File: config.mk
export PLATFORM = sky130hd
export DESIGN_NAME = ptw_ctrl
export DESIGN_NICKNAME = d
export VERILOG_FILES = /design/src/rtl/four_level_page_table_walker_unit_defines.svh /design/src/rtl/ptw_pkg.sv /design/src/rtl/ptw_ctrl.sv
export SDC_FILE = /design/constraint.sdc
export NUM_CORES = 1
export LEC_CHECK = 0
export BUFFER_PORTS_ARGS = -buffer_cell sky130_fd_sc_hd__buf_4
export CORE_AREA = 3 3 40 42
export DETAILED_ROUTE_END_ITERATION = 8
export DIE_AREA = 0 0 43 45
export PLACE_DENSITY_LB_ADDON = 0.12
export SYNTH_ARGS = -nofsm -noshare
export SYNTH_HDL_FRONTEND = slang
export SYNTH_SLANG_ARGS = --single-unit
File: constraint.sdc
create_clock -name clk -period 2.7 [get_ports clk]
set_input_delay 0.405 -clock clk [delete_from_list [all_inputs] [get_ports clk]]
set_output_delay 0.405 -clock clk [all_outputs]
set_load 0.03 [all_outputs]
File: src/rtl/four_level_page_table_walker_unit_defines.svh
// assertion macros for the four-level page table walker
// used by the top level only, no other dependencies
`ifndef FOUR_LEVEL_PAGE_TABLE_WALKER_UNIT_DEFINES_SVH
`define FOUR_LEVEL_PAGE_TABLE_WALKER_UNIT_DEFINES_SVH

`ifndef SYNTHESIS
// same-cycle implication
`define PTW_ASSERT_IMPLY(label, clk, rst_n, ante, cons, msg) \
    label: assert property (@(posedge clk) disable iff (!rst_n) (ante) |-> (cons)) \
        else $error(msg);
// next-cycle implication
`define PTW_ASSERT_NEXT(label, clk, rst_n, ante, cons, msg) \
    label: assert property (@(posedge clk) disable iff (!rst_n) (ante) |=> (cons)) \
        else $error(msg);
`else
`define PTW_ASSERT_IMPLY(label, clk, rst_n, ante, cons, msg)
`define PTW_ASSERT_NEXT(label, clk, rst_n, ante, cons, msg)
`endif

`endif

File: src/rtl/ptw_pkg.sv
// shared types and constants of the page table walker
// no dependencies
package ptw_pkg;

    localparam int VA_W            = 48;
    localparam int PA_W            = 52;
    localparam int WORD_W          = 64;
    localparam int WIDX_W          = 12;
    localparam int IDX_W           = 9;
    localparam int TABLE_ENTRIES   = 512;
    localparam int PAGE_OFS_W      = 12;
    localparam int FIRST_W         = PA_W - 3;
    localparam int STORE_WORDS_DEF = 4096;

    typedef enum logic
    {
        CMD_WRITE     = 1'b0,
        CMD_TRANSLATE = 1'b1
    } ptw_command_t;

    typedef enum logic [1:0]
    {
        ST_IDLE,
        ST_WALK,
        ST_FINISH
    } ptw_state_t;

    // controller to datapath
    typedef struct packed
    {
        logic       write;
        logic       start;
        logic       step;
        logic       finish;
        logic [1:0] level;
    } ptw_cmd_t;

    // datapath to controller
    typedef struct packed
    {
        logic out_busy;
    } ptw_status_t;

endpackage

File: src/rtl/ptw_ctrl.sv
// walk sequencer: accepts a word, steps through the table levels, hands off the result
// depends on ptw_pkg
module ptw_ctrl
    import ptw_pkg::*;
(
    input  logic        clk,
    input  logic        rst_n,
    input  logic        in_valid,
    input  logic        in_command,
    output logic        in_ready,
    input  ptw_status_t status,
    output ptw_cmd_t    cmd
);

    ptw_state_t state_reg, state_next;
    logic [1:0] level_reg, level_next;

    always_ff @(posedge clk or negedge rst_n)
    begin
        if (!rst_n)
        begin
            state_reg <= ST_IDLE;
            level_reg <= 2'd0;
        end
        else
        begin
            state_reg <= state_next;
            level_reg <= level_next;
        end
    end

    always_comb
    begin
        state_next = state_reg;
        level_next = level_reg;
        in_ready   = 1'b0;
        cmd        = '0;
        cmd.level  = level_reg;
        unique case (state_reg)
            ST_IDLE:
            begin
                in_ready = 1'b1;
                if (in_valid)
                begin
                    if (in_command == CMD_TRANSLATE)
                    begin
                        cmd.start  = 1'b1;
                        level_next = 2'd0;
                        state_next = ST_WALK;
                    end
                    else
                    begin
                        cmd.write  = 1'b1;
                        state_next = ST_FINISH;
                    end
                end
            end
            ST_WALK:
            begin
                cmd.step = 1'b1;
                // three intermediate levels follow the root read
                if (level_reg == 2'd2)
                begin
                    state_next = ST_FINISH;
                end
                else
                begin
                    level_next = level_reg + 2'd1;
                end
            end
            ST_FINISH:
            begin
                if (!status.out_busy)
                begin
                    cmd.finish = 1'b1;
                    state_next = ST_IDLE;
                end
            end
            default:
            begin
                state_next = ST_IDLE;
            end
        endcase
    end

endmodule

==> impl_metrics.json, run 1 <==
{
  "fin_skew_ns": 0.00526,
  "wl_um": 637,
  "p_per_area_mw_per_mm2": 1280,
  "pre_cts_slack_ns": 1.26,
  "cts-root-buf": "clkbuf_4",
  "vias": 262,
  "cpPeakStageDelay_ns": 0.51,
  "setup_violations": 0,
  "overflow": 0,
  "fin_area_um2": 384,
  "vias_per_cell": 4.60,
  "hpwlAfterDp_um": 462,
  "dieArea_mm2": 0.00194,
  "syn_area_um2": 267,
  "grt_pass1_wl_um": 1110,
  "coreArea_mm2": 0.00128,
  "arrival_ns": 1.29,
  "cts_tree": "yes",
  "path_class": "flop to primary output",
  "ant_nets": 0,
  "cts.htree.levels": 1,
  "synth_cells": 29,
  "grt_pass1_vias": 256,
  "die_x_um": 43,
  "hold_violations": 0,
  "fin_ws_ns": 1.00,
  "r2r_slack_ns": 1.52,
  "antenna_found_initial": 0,
  "synth_nets": 35,
  "slew_headroom": 0.739,
  "p_leak_nw": 0.180,
  "synth.distinct_cells": 19,
  "syn_avg_cell_area_um2": 9.19,
  "rr_startpoint": "level_reg[0]",
  "worst_slew_pin_slew_ns": 0.391,
  "rsz0062_at_grt": "no",
  "dpl_cell_area_um2": 352,
  "ios": 12,
  "drcViolationCount": 0,
  "r2r_end": "state_reg[1]",
  "hp-class": "input pin to asynchronous set/reset pin",
  "fmax_mhz": 590,
  "gp_congestion": 0.705,
  "clkTransAtPathRegs_ns": 0.04,
  "min_period_over_period": 0.628,
  "whs_ns": 0.500,
  "path_cells": "nor4b_2 > buf_4",
  "syn_to_final_growth_pct": 44.1,
  "insertion_delay_ns": 0.24,
  "start_util": 0.207,
  "die-height_um": 45,
  "worstPathRequired_ns": 2.30,
  "fillers": 142,
  "io_buffers": 11,
  "ir_worst_vdd_mv": 0.480,
  "worst_path_max_delay_cell": "dfrtp_1",
  "cts_buffer_depth": 2,
  "slew_violations": 0,
  "postLayoutCoreUtil": 0.299,
  "reg2reg_depth": 5,
  "nets": 50,
  "drive_gt1_frac": 0.405,
  "grt_max_degree": 13,
  "rows": 13,
  "cts_sinks": 4,
  "max_cap_viol_count": 0,
  "status": "completed",
  "diodes": 0,
  "seq_area_frac_synth": 0.376,
  "ys_seq_elements": 4,
  "avgRoutedWirePerCell_um": 11.2,
  "yosysWarnings": 0,
  "cp-end-kind": "primary output",
  "firstDrtPassIters": 3,
  "drt_iter0_drc": 10,
  "cts_buffers": 3,
  "cp_max_fo": 12,
  "setup_tns_ns": 0,
  "cts_resized": 0,
  "min_period_ns": 1.70,
  "startpoint_type": "flop",
  "track_usage": 0.0826
}
[power breakdown]
part           internal (mW)  leakage (nW)  switching (mW)
Combinational          0.118         0.116           0.150
Clock                 0.0497        0.0138          0.0245
Sequential            0.0881        0.0509          0.0613
Total                  0.256         0.180           0.236
[cell usage after synthesis]
library cell | n | share of area
dfrtp_1 | 4 | 0.38
nor2_1 | 2 | 0.028
nor3_1 | 1 | 0.019
nor2b_1 | 1 | 0.023
nor4b_2 | 1 | 0.056
o211ai_1 | 1 | 0.028
ha_1 | 1 | 0.047
or2_1 | 1 | 0.023
buf_2 | 1 | 0.019
a21oi_1 | 1 | 0.019
nand3b_1 | 2 | 0.056
mux2_4 | 1 | 0.056
nor2_2 | 1 | 0.023
nand3_1 | 3 | 0.056
nor3b_1 | 1 | 0.028
o21ai_1 | 3 | 0.056
buf_6 | 1 | 0.042
nand2_1 | 2 | 0.028
inv_1 | 1 | 0.014
[worst max-delay path, delay by kind of cell (launching register included)]
kind / cells / cell delay (ns)
buffers and inverters: 1 / 0.21
flip-flops: 1 / 0.51
AND/OR/NAND/NOR: 1 / 0.33
[through the flow]
stage | std cells | total power, mW
2_1_floorplan | 29 | 0.343
3_3_place_gp | 53 | 0.417
3_5_place_dp | 53 | 0.418
4_1_cts | 57 | 0.500
5_1_grt | 57 | 0.531
6_report | 57 | 0.492
[metal layers]
metal	global-route usage	vias to the layer above	routed length, um	share of wire
li1	-	127	-	-
met4	0.0361	0	0	0
met3	0.0837	0	89	0.14
met1	0.0920	124	294	0.46
met2	0.102	11	253	0.40
met5	0	-	0	0
[cell families after synthesis]
kind of cell    share of synthesized area
simple gates                        0.343
flops                               0.376
fa+ha+maj                          0.0469
compound gates                      0.103
mux                                0.0563
buf+inv                            0.0751
[cell type report]
type / instances / area (um2) / area share
Multi-Input combinational cell: 22 / 146 / 0.381
Sequential cell: 4 / 100 / 0.261
Timing Repair Buffer: 12 / 92.6 / 0.241
Clock buffer: 3 / 22.5 / 0.0586
Tap cell: 15 / 18.8 / 0.0489
Inverter: 1 / 3.75 / 0.00977
[how the worst max path moves through the flow]
stage / startpoint / cells after the start / to
3_5_place_dp: state_reg[0] / 2 / cmd[5]
2_1_floorplan: state_reg[1] / 2 / cmd[2]
6_report: state_reg[0] / 2 / cmd[5]
5_1_grt: state_reg[0] / 2 / cmd[5]
3_3_place_gp: state_reg[0] / 2 / cmd[5]
4_1_cts: state_reg[0] / 2 / cmd[5]
[cells in the final DEF (no fill, tap or decap), drive strengths merged]
master / n
nor4b: 1
nor2: 3
nor2b: 1
dfrtp: 4
buf: 11
or2: 1
a21oi: 1
ha: 1
o21ai: 3
nand3b: 2
dlygate4sd3: 1
nor3b: 1
o211ai: 1
nor3: 1
nand2: 2
nand3: 3
inv: 1
clkbuf: 3
mux2: 1
[what timing repair did]
item / 4_1_cts / 5_1_grt
buffers inserted: 0 / 0
endpoints found under the hold margin: 4 / 0
setup endpoints to repair: 0 / 0
hold buffers: 1 / 0
(Power assumes the default switching activity.)
==> run 2: changes to the inputs <==
ABC_AREA = 1   (was not set)
clock period = 1.7 ns   (was 2.7 ns; I/O delays follow)
==> impl_metrics.json, run 2 <==
{
  "synth_area_leader_cell": "dfrtp_1",
  "min_period_over_period": 0.862,
  "p_per_area_mw_per_mm2": 1980,
  "min_period_ns": 1.46,
  "insertion_delay_ns": 0.23,
  "ir_worst_vdd_mv": 0.552,
  "p_int_mw": 0.377,
  "vias_per_cell": 4.06,
  "switching_share": 0.498,
  "synth.distinct_cells": 14,
  "synth-async-reset-ratio": 1.00,
  "grt_pass1_wl_um": 841,
  "power.switching_mw": 0.374,
  "clkTransAtPathRegs_ns": 0.04,
  "yosysWarnings": 0,
  "fillers": 150,
  "synth_nets": 38,
  "grt_pass1_vias": 236,
  "rr_startpoint": "level_reg[0]",
  "fmax_mhz": 683,
  "path_class": "flop to primary output",
  "slew_violations": 0,
  "ys_seq_elements": 4,
  "worstPathRequired_ns": 1.44,
  "fin_skew_ns": 0.00226,
  "die_x_um": 43,
  "drcViolationCount": 0,
  "cts_sinks": 4,
  "synth_common_cells": "inv_1 (7), nand2_1 (6), dfrtp_1 (4), nand3_1 (4), nand4_1 (2)",
  "holdPathEnd": "state_reg[1]",
  "ant_nets": 0,
  "setup_tns_ns": 0,
  "seq_area_um2": 100,
  "max_cap_viol_count": 0,
  "cp-end-kind": "primary output",
  "cp_max_fo": 7,
  "cts_buffer_depth": 2,
  "seq_area_frac_synth": 0.417,
  "hpwlAfterDp_um": 443,
  "grt_max_degree": 8,
  "synth.top_cell.area_share": 0.417,
  "yosysMostFrequentCell": "inv_1",
  "final_common_cell": "buf_4",
  "drive_gt1_frac": 0.404,
  "min_from": "status",
  "coreArea_mm2": 0.00128,
  "arrival_ns": 1.21,
  "status": "completed",
  "antenna_found_initial": 0,
  "p_comb_frac": 0.569,
  "startpoint_type": "flop",
  "min_path_cells": 3,
  "gp_congestion": 0.670,
  "synth_cells": 32,
  "syn_to_final_growth_pct": 58.3,
  "cts_buffers": 3,
  "firstDrtPassIters": 4,
  "drt_iter0_drc": 1,
  "vias": 252,
  "whs_ns": 0.273,
  "r2r_end": "level_reg[0]",
  "layout_common_cells": "buf_4 (11), inv_1 (7), nand2_1 (6)",
  "p_leak_nw": 0.220,
  "reg2reg_depth": 6,
  "track_usage": 0.0628,
  "die-height_um": 45,
  "hold_violations": 0,
  "multi_input_area_um2": 116,
  "hp-class": "input pin to flop",
  "cts_tree": "yes",
  "synth_top_flop_cell": "dfrtp_1",
  "syn_avg_cell_area_um2": 7.51,
  "clkPwrFrac": 0.152,
  "cts-root-buf": "clkbuf_4",
  "cts.htree.levels": 1,
  "syn_area_um2": 240,
  "worst_slew_pin_slew_ns": 0.297,
  "rows": 13,
  "setup_violations": 0,
  "io_buffers": 11,
  "avgRoutedWirePerCell_um": 8.68,
  "diodes": 0,
  "slew_headroom": 0.802,
  "nets": 55,
  "r2r_slack_ns": 0.59,
  "ys_top_cells_by_area": "dfrtp_1 (42%), inv_1 (11%), nand2_1 (9.4%)",
  "cts_resized": 0,
  "synth_edf_count": 0,
  "ios": 12,
  "overflow": 0,
  "start_util": 0.187,
  "wl_um": 538,
  "dieArea_mm2": 0.00194,
  "pwr-share-seq": 0.279,
  "rsz0062_at_grt": "no"
}
[run 2: cell types whose count changed in the layout (fill, tap and decap cells not counted), moves of 2 or more]
| cell | previous run | this run |
|---|---|---|
| o21ai_1 | 3 | 0 |
| inv_1 | 1 | 7 |
| nand4_1 | 0 | 2 |
| nand2_1 | 2 | 6 |
| nand3b_1 | 2 | 0 |
[run 2: metal layers]
layer	share of wire	vias up	track usage
met4	0.030	0	0.0723
met1	0.43	108	0.0660
li1	-	133	-
met2	0.45	9	0.0988
met3	0.086	2	0.0120
met5	0	-	0
[run 2: worst max-delay path by stage]
stage | depth (start not counted) | from | endpoint
detailed placement | 4 | state_reg[0] | cmd[4]
global placement | 4 | state_reg[0] | cmd[4]
floorplan | 2 | state_reg[1] | cmd[2]
global route | 4 | state_reg[0] | cmd[4]
finish | 4 | state_reg[0] | cmd[4]
CTS | 4 | state_reg[0] | cmd[4]
[run 2: layout make-up]
type | instances | area share
well taps | 15 | 0.0493
repair buffers | 12 | 0.243
clock buffers | 3 | 0.0592
inverters | 8 | 0.0789
multi-input cells | 20 | 0.306
flip-flops and latches | 4 | 0.263
[run 2: kinds of logic after synthesis]
logic type	after synthesis	synth area share
buf+inv	8	0.125
compound gates	1	0.0208
fa+ha+maj	1	0.0521
simple gates	18	0.385
flops	4	0.417
[run 2: power by group through the flow]
| stage | clock, mW | combinational, mW | sequential, mW |
|---|---|---|---|
| 4_1_cts | 0.124 | 0.436 | 0.209 |
| 2_1_floorplan | 0 | 0.250 | 0.240 |
| 6_report | 0.115 | 0.428 | 0.209 |
| 5_1_grt | 0.127 | 0.473 | 0.215 |
| 3_5_place_dp | 0 | 0.434 | 0.210 |
| 3_3_place_gp | 0 | 0.436 | 0.212 |
[run 2: metrics by stage]
stage / power [mW] / cell area [um2] / utilization / worst slack [ns] / cells
6_report: 0.752 / 380 / 0.296 / 0.235 / 62
5_1_grt: 0.815 / 380 / 0.296 / 0.164 / 62
4_1_cts: 0.769 / 380 / 0.296 / 0.219 / 62
3_5_place_dp: 0.644 / 348 / 0.271 / 0.476 / 58
3_3_place_gp: 0.648 / 348 / 0.271 / 0.490 / 58
2_1_floorplan: 0.491 / 246 / - / 0.260 / 32
[run 2: critical path, cell delays in order, from the launching register on]
cell	delay, ns
dfrtp_1	0.47
nor2_2	0.20
nand2_2	0.10
inv_1	0.06
buf_4	0.15
[run 2: what timing repair did]
item	in CTS	in global routing
buffers inserted	0	0
hold buffers	1	0
endpoints found under the hold margin	4	0
